$ cat config.mk
export PLATFORM = sky130hd
export DESIGN_NAME = signed_shift_subtract_divider
export DESIGN_NICKNAME = d
export VERILOG_FILES = /design/src/rtl/ssdiv_pkg.sv /design/src/rtl/ssdiv_core.sv /design/src/rtl/signed_shift_subtract_divider.sv
export SDC_FILE = /design/constraint.sdc
export NUM_CORES = 1
export LEC_CHECK = 0
export BUFFER_PORTS_ARGS = -buffer_cell sky130_fd_sc_hd__buf_2
export CAP_MARGIN = 20
export CORE_MARGIN = 2
export CORE_UTILIZATION = 55
export DETAILED_ROUTE_END_ITERATION = 10
export PLACE_DENSITY = 0.75
export SYNTH_ARGS = -nofsm -noshare
export SYNTH_HDL_FRONTEND = slang
export SYNTH_SLANG_ARGS = --single-unit
$ cat constraint.sdc
create_clock -name clock -period 4.8 [get_ports clock]
set_clock_uncertainty 0.2 [all_clocks]
set_input_delay 0.48 -clock clock [delete_from_list [all_inputs] [get_ports clock]]
set_output_delay 0.48 -clock clock [all_outputs]
set_load 0.01 [all_outputs]
$ cat src/rtl/ssdiv_pkg.sv
// shared types for the signed shift-subtract divider
// state encoding of the top-level sequencer and the control/status structs to the core
// no dependencies
package ssdiv_pkg;

   typedef enum logic [1:0] {
      ST_IDLE,
      ST_SETUP,
      ST_RUN,
      ST_FIX
   } state_type;

   typedef struct packed {
      logic start;
   } core_ctrl_type;

   typedef struct packed {
      logic busy;
      logic last;
   } core_status_type;

endpackage

$ cat src/rtl/ssdiv_core.sv
// radix-2 restoring division of two unsigned magnitudes, one quotient bit per cycle
// the dividend shifts out of the top of one register while quotient bits shift in below
// depends on ssdiv_pkg
module ssdiv_core #(
   parameter int DATA_WIDTH = 32
) (
   input  logic                      clock,
   input  logic                      reset,
   input  ssdiv_pkg::core_ctrl_type  ctrl,
   input  logic [DATA_WIDTH-1:0]     dividend_mag,
   input  logic [DATA_WIDTH-1:0]     divisor_mag,
   output ssdiv_pkg::core_status_type status,
   output logic [DATA_WIDTH-1:0]     quotient_mag
);

   localparam int CountWidth = $clog2(DATA_WIDTH + 1);

   logic [DATA_WIDTH-1:0] rem_ff;
   logic [DATA_WIDTH-1:0] rem_in;
   logic [DATA_WIDTH-1:0] shift_ff;
   logic [DATA_WIDTH-1:0] shift_in;
   logic [DATA_WIDTH-1:0] divisor_ff;
   logic [CountWidth-1:0] count_ff;
   logic [CountWidth-1:0] count_in;

   logic [DATA_WIDTH-1:0] trial;
   logic [DATA_WIDTH:0]   diff;
   logic                  fits;
   logic                  busy;

   assign busy  = (count_ff != '0);
   // partial remainder stays below the divisor, so one shifted bit still fits in DATA_WIDTH
   assign trial = {rem_ff[DATA_WIDTH-2:0], shift_ff[DATA_WIDTH-1]};
   assign diff  = {1'b0, trial} - {1'b0, divisor_ff};
   assign fits  = ~diff[DATA_WIDTH];

   always_comb begin
      rem_in   = rem_ff;
      shift_in = shift_ff;
      count_in = count_ff;
      if (ctrl.start) begin
         rem_in   = '0;
         shift_in = dividend_mag;
         count_in = CountWidth'(DATA_WIDTH);
      end else if (busy) begin
         rem_in   = fits ? diff[DATA_WIDTH-1:0] : trial;
         shift_in = {shift_ff[DATA_WIDTH-2:0], fits};
         count_in = count_ff - CountWidth'(1);
      end
   end

   always_ff @(posedge clock) begin
      if (reset) begin
         count_ff <= '0;
      end else begin
         count_ff <= count_in;
      end
   end

   always_ff @(posedge clock) begin
      rem_ff   <= rem_in;
      shift_ff <= shift_in;
      if (ctrl.start) begin
         divisor_ff <= divisor_mag;
      end
   end

   assign status.busy  = busy;
   assign status.last  = (count_ff == CountWidth'(1));
   assign quotient_mag = shift_ff;

endmodule

$ cat src/rtl/signed_shift_subtract_divider.sv
// signed divider: an accepted request passes through the setup state (magnitudes and sign),
// the DATA_WIDTH iterations of the shift-subtract core, and the fix-up state, before the result is valid
// a new request is taken only in the idle state, after the fix-up has loaded the output register
// a finished result waits in the output register while the next item is taken
// synchronous active-high reset clears the sequencer and the result valid
// depends on ssdiv_pkg and ssdiv_core
module signed_shift_subtract_divider #(
   parameter int DATA_WIDTH = 32
) (
   input  logic                         clock,
   input  logic                         reset,
   input  logic                         req_valid,
   output logic                         req_stall,
   input  logic signed [DATA_WIDTH-1:0] req_dividend,
   input  logic signed [DATA_WIDTH-1:0] req_divisor,
   output logic                         rsp_valid,
   input  logic                         rsp_stall,
   output logic signed [DATA_WIDTH-1:0] rsp_quotient,
   output logic                         rsp_divide_by_zero
);

   localparam logic [DATA_WIDTH-1:0] MaxPos = {1'b0, {(DATA_WIDTH-1){1'b1}}};
   localparam logic [DATA_WIDTH-1:0] MinNeg = {1'b1, {(DATA_WIDTH-1){1'b0}}};

   ssdiv_pkg::state_type       state_ff;
   ssdiv_pkg::state_type       state_in;
   ssdiv_pkg::core_ctrl_type   core_ctrl;
   ssdiv_pkg::core_status_type core_status;

   logic [DATA_WIDTH-1:0] dividend_ff;
   logic [DATA_WIDTH-1:0] divisor_ff;
   logic                  positive_ff;
   logic                  zero_div_ff;
   logic                  positive_in;
   logic                  zero_div_in;
   logic [DATA_WIDTH-1:0] dividend_mag;
   logic [DATA_WIDTH-1:0] divisor_mag;
   logic [DATA_WIDTH-1:0] quotient_mag;

   logic                  rsp_valid_ff;
   logic                  rsp_valid_in;
   logic [DATA_WIDTH-1:0] rsp_quotient_ff;
   logic [DATA_WIDTH-1:0] rsp_quotient_in;
   logic                  rsp_zero_ff;
   logic                  rsp_zero_in;

   logic accept;
   logic out_free;
   logic load_result;

   assign accept   = req_valid & ~req_stall;
   assign out_free = ~rsp_valid_ff | ~rsp_stall;

   // next state
   always_comb begin
      state_in = state_ff;
      case (state_ff)
         ssdiv_pkg::ST_IDLE: begin
            if (accept) state_in = ssdiv_pkg::ST_SETUP;
         end
         ssdiv_pkg::ST_SETUP: begin
            state_in = ssdiv_pkg::ST_RUN;
         end
         ssdiv_pkg::ST_RUN: begin
            if (core_status.last) state_in = ssdiv_pkg::ST_FIX;
         end
         ssdiv_pkg::ST_FIX: begin
            if (out_free) state_in = ssdiv_pkg::ST_IDLE;
         end
         default: begin
            state_in = ssdiv_pkg::ST_IDLE;
         end
      endcase
   end

   // sequencer outputs
   always_comb begin
      req_stall       = 1'b1;
      core_ctrl.start = 1'b0;
      load_result     = 1'b0;
      case (state_ff)
         ssdiv_pkg::ST_IDLE:  req_stall       = 1'b0;
         ssdiv_pkg::ST_SETUP: core_ctrl.start = 1'b1;
         ssdiv_pkg::ST_RUN:   req_stall       = 1'b1;
         ssdiv_pkg::ST_FIX:   load_result     = out_free;
         default:             req_stall       = 1'b1;
      endcase
   end

   // magnitudes and sign of the result from the captured operands
   always_comb begin
      dividend_mag = dividend_ff[DATA_WIDTH-1] ? (~dividend_ff + 1'b1) : dividend_ff;
      divisor_mag  = divisor_ff[DATA_WIDTH-1]  ? (~divisor_ff + 1'b1)  : divisor_ff;
      positive_in  = (dividend_ff == '0) |
                     (dividend_ff[DATA_WIDTH-1] == divisor_ff[DATA_WIDTH-1]);
      zero_div_in  = (divisor_ff == '0);
   end

   ssdiv_core #(
      .DATA_WIDTH(DATA_WIDTH)
   ) u_core (
      .clock       (clock),
      .reset       (reset),
      .ctrl        (core_ctrl),
      .dividend_mag(dividend_mag),
      .divisor_mag (divisor_mag),
      .status      (core_status),
      .quotient_mag(quotient_mag)
   );

   // sign fix-up with saturation of a full-scale magnitude, and a zero quotient on divide by zero
   always_comb begin
      rsp_zero_in = zero_div_ff;
      if (zero_div_ff) begin
         rsp_quotient_in = '0;
      end else if (quotient_mag[DATA_WIDTH-1]) begin
         rsp_quotient_in = positive_ff ? MaxPos : MinNeg;
      end else if (positive_ff) begin
         rsp_quotient_in = quotient_mag;
      end else begin
         rsp_quotient_in = ~quotient_mag + 1'b1;
      end
   end

   assign rsp_valid_in = load_result | (rsp_valid_ff & rsp_stall);

   always_ff @(posedge clock) begin
      if (reset) begin
         state_ff     <= ssdiv_pkg::ST_IDLE;
         rsp_valid_ff <= 1'b0;
      end else begin
         state_ff     <= state_in;
         rsp_valid_ff <= rsp_valid_in;
      end
   end

   always_ff @(posedge clock) begin
      if (accept) begin
         dividend_ff <= req_dividend;
         divisor_ff  <= req_divisor;
      end
      if (core_ctrl.start) begin
         positive_ff <= positive_in;
         zero_div_ff <= zero_div_in;
      end
      if (load_result) begin
         rsp_quotient_ff <= rsp_quotient_in;
         rsp_zero_ff     <= rsp_zero_in;
      end
   end

   assign rsp_valid          = rsp_valid_ff;
   assign rsp_quotient       = rsp_quotient_ff;
   assign rsp_divide_by_zero = rsp_zero_ff;

endmodule
==> results by group <==
Routing
  – Detailed-route wire length per cell: approximately 17 um
  – Post-DR vias/cell: 5.77
  – DRT Pass-1 Iters: 5
  – Initial DRC count: roughly 780
  – Drc violations: 0
  – Via count: approximately 9000
  – DRT Wirelength: about 26000 um
  – DRT antenna net count: 0

Run
  – Max capacitance violation total: 0

Worst setup path
  – R2R cell count: 10
  – Classification of the worst setup path: reg2reg
  – Reg2reg start: u_core.divisor_ff[13]
  – CP arrival: 3850 ps
  – Critical Path Max Stage Delay: 640 ps
  – Worst R2R End: u_core.rem_ff[29]
  – Critical Path Source Type: flip-flop
  – Crit path cell chain: inv_1, ha_1, a211oi_1, nor3b_1, o31ai_1, nand3_1, o211ai_1, a21o_1, nor2_1, a2111oi_0
  – Crit Path Max Fanout: 21
  – CP Data Required Time: ~5000 ps
  – Worst reg2reg setup slack: roughly 1100 ps
  – Worst path slowest cell: a21o_1
  – Worst Setup End Kind: flip-flop

STA
  – Final hold viol count: 0
  – Headroom to the max-slew limit: 28.8%
  – Setup_tns: 0 ps
  – Final min period: 3660 ps
  – Fmax: 0.273 GHz
  – Tcrit/Tclk final: between 70 and 80%
  – RSZ-0062 raised after global routing: no
  – Max-slew violation count: 0
  – Worst slew pin tran: 1070 ps
  – Setup-failing EPs final: 0

Synth
  – Most numerous cell in the Yosys netlist: edfxtp_1
  – YS warnings: 0
  – Top cell type's share of synthesized area: a little over two fifths
  – Largest family of logic cells by synthesized area: compound AO/OA/AOI/OAI gates
  – Area of the mapped netlist: 11300 um2
  – Synth Instances: 1111
  – Syn Nets: 1222
  – EDFF count, synth: 163
  – Top cell type by total area after synthesis: edfxtp_1
  – Avg Synthesized Cell Area: a little over 10 um2
  – Synth Area in Compound Gates: 15.6%
  – Prevailing post-synth register cell: edfxtp_1
  – Seq/Total Area, Yosys: 50.5%
  – Yosys reg bits: 203
  – Synth Area in XOR/XNOR: 8.08%
  – Unique cell type count in the Yosys netlist: 62
  – Most frequent cells after synthesis: 163 x edfxtp_1, 145 x nor2_1, 86 x a21oi_1, 65 x o21ai_0, 61 x nand2_1
  – Async set or reset register ratio after synthesis: 0%
  – Top post-synthesis cells by area: edfxtp_1 43%, dfxtp_1 7.1%, nor2_1 4.8%, ha_1 4.7%, xor2_1 4.4%
  – Synth Area in Adders: under 10%
  – Post-synthesis simple-gate area fraction: between 15 and 20%
  – Mux cell area share after synthesis: 2.22%

Clock tree
  – H-tree Lvls: 1
  – Clock buffer depth: 3
  – Post-CTS Setup Inserts: 0
  – Clock Latency Late Sink: between 500 and 600 ps
  – CTS buffer count: 24
  – Clock Root Buffer: clkbuf_16
  – Clock slew seen by the registers of the worst setup and hold paths: 60 ps
  – CTS tree: yes
  – Clock Sinks: 203

Min path
  – Worst Hold Path EP: u_core.count_ff[5]
  – Type of the most critical hold path: in2reg
  – Hold Path Cell Cnt: 2
  – Hold Startpoint: reset

Power
  – Comb pwr share: 42.5%
  – Leak pwr: around 5.2 nW
  – P_int: 5.31 mW
  – Flop pwr share: 36.0%
  – PD cells: 651 nW/um2
  – Psw: 3.48 mW
  – Total power: 8.79 mW
  – Clock share of power: a little over a fifth
  – Switch share: 39.6%
  – Peak supply drop: 0.000411 V

Finish
  – Final #Nets: 1372
  – Layout area overhead: 19.9%
  – FF+latch area: 5700 um2
  – Diodes inserted: 0
  – Fillers: around 1500
  – Multi-input logic area: 5210 um2
  – Layout cells sized above 1: between 10% and 20%

Global route
  – Largest net degree at the start of global routing: 71
  – GR peak layer: met2
  – Met2 Usage GRT: 38.6%
  – Vias in the first global route: 8544
  – Antenna violations before repair: 0
  – GR Util met3: 2.92%
  – Met1 Track Usage GR: between 30 and 40%
  – Total grt overflow: 0
  – First-pass GRT wire length: 43400 um
  – GRT Resource Usage Total: 24.5%

Floorplan
  – Vert. Die Dim: between 100 and 150 um
  – Die area: between 20000 and 25000 um2
  – # rows: 52
  – Number of I/O pins: 103
  – Initial Utilization: 55.9%
  – Die width: 147 um
  – CORE AREA: 20200 um2

Status
  – Outcome: completed

Placed design
  – Placer congestion estimate: 0.903
  – Buffers on Ports: 102
  – DP Wirelength: around 17000 um
per-stage QoR:
stage	hold slack (ps)	util (%)	std cells	instance area [um2]	setup slack, ps
2_1_floorplan	224	-	1111	11300	1130
3_3_place_gp	291	59.6	1440	12000	1450
6_report	71.3	67.0	1549	13500	1140
5_1_grt	94.0	67.0	1549	13500	863
4_1_cts	60.9	66.9	1548	13500	1240
3_5_place_dp	303	59.6	1440	12000	1300
layer usage:
metal  part of all wire, %  wire length (um)
met1                    47             12600
met2                    45             12000
met3                   6.4              1690
met4                   1.1               286
met5                     0                 0
worst max-delay path by stage:
| stage | endpoint | from | cells past startpoint |
|---|---|---|---|
| 2_1_floorplan | rsp_divide_by_zero | state_ff[0] | 2 |
| 3_5_place_dp | u_core.rem_ff[29] | u_core.divisor_ff[13] | 10 |
| 5_1_grt | u_core.rem_ff[29] | u_core.divisor_ff[13] | 10 |
| 4_1_cts | u_core.rem_ff[29] | u_core.divisor_ff[13] | 10 |
| 3_3_place_gp | rsp_quotient[28] | u_core.quotient_mag[4] | 7 |
| 6_report | u_core.rem_ff[29] | u_core.divisor_ff[13] | 10 |
layout by cell type (no fill, tap or decap), types with 48 or more instances in the layout:
| cell | Yosys | final |
|---|---|---|
| inv_1 | 52 | 52 |
| o21ai_0 | 65 | 65 |
| buf_2 | 3 | 102 |
| xnor2_1 | 48 | 48 |
| nand2_1 | 61 | 61 |
| dlygate4sd3_1 | 0 | 64 |
| a21oi_1 | 86 | 85 |
| nor2_1 | 145 | 145 |
| xor2_1 | 56 | 56 |
| edfxtp_1 | 163 | 163 |
critical path: cells and delay by family (launching register included):
family	cells	cell delay (ps)
compound gates	5	2150
fa+ha+maj	1	420
buf+inv	1	50
simple gates	3	370
flops	1	350
timing repair:
action	CTS	global route
hold buffers	64	0
gates resized for setup	0	0
hold endpoints to repair	64	0
kinds of logic after synthesis:
logic type | count (synthesis)
mux | 25
fa+ha+maj | 43
buf+inv | 103
compound gates | 277
xor+xnor | 104
flops | 203
simple gates | 356
state kept, by name, indices dropped and copies added, names as in the netlist, 2 cells and up:
signal,cells
u_core.quotient_mag,32
dividend_ff,32
u_core.divisor_ff,32
rsp_quotient,32
divisor_ff,32
u_core.rem_ff,31
u_core.count_ff,6
state_ff,2
power groups by stage:
stage          clock [mW]  combinational, mW  sequential (mW)
2_1_floorplan           0               2.84             3.01
3_3_place_gp            0               3.51             3.16
3_5_place_dp            0               3.57             3.18
4_1_cts              1.91               3.65             3.15
5_1_grt              1.99               4.17             3.24
6_report             1.89               3.74             3.17
layout make-up:
cell class                      instances  area share [%]
Clock buffer                           30            4.84
Clock inverter                         14            1.32
Inverter                               52            1.44
Multi-Input combinational cell        805            38.6
Sequential cell                       203            42.1
Tap cell                              270            2.50
Timing Repair Buffer                  175            9.17
(Power assumes the default switching activity.)
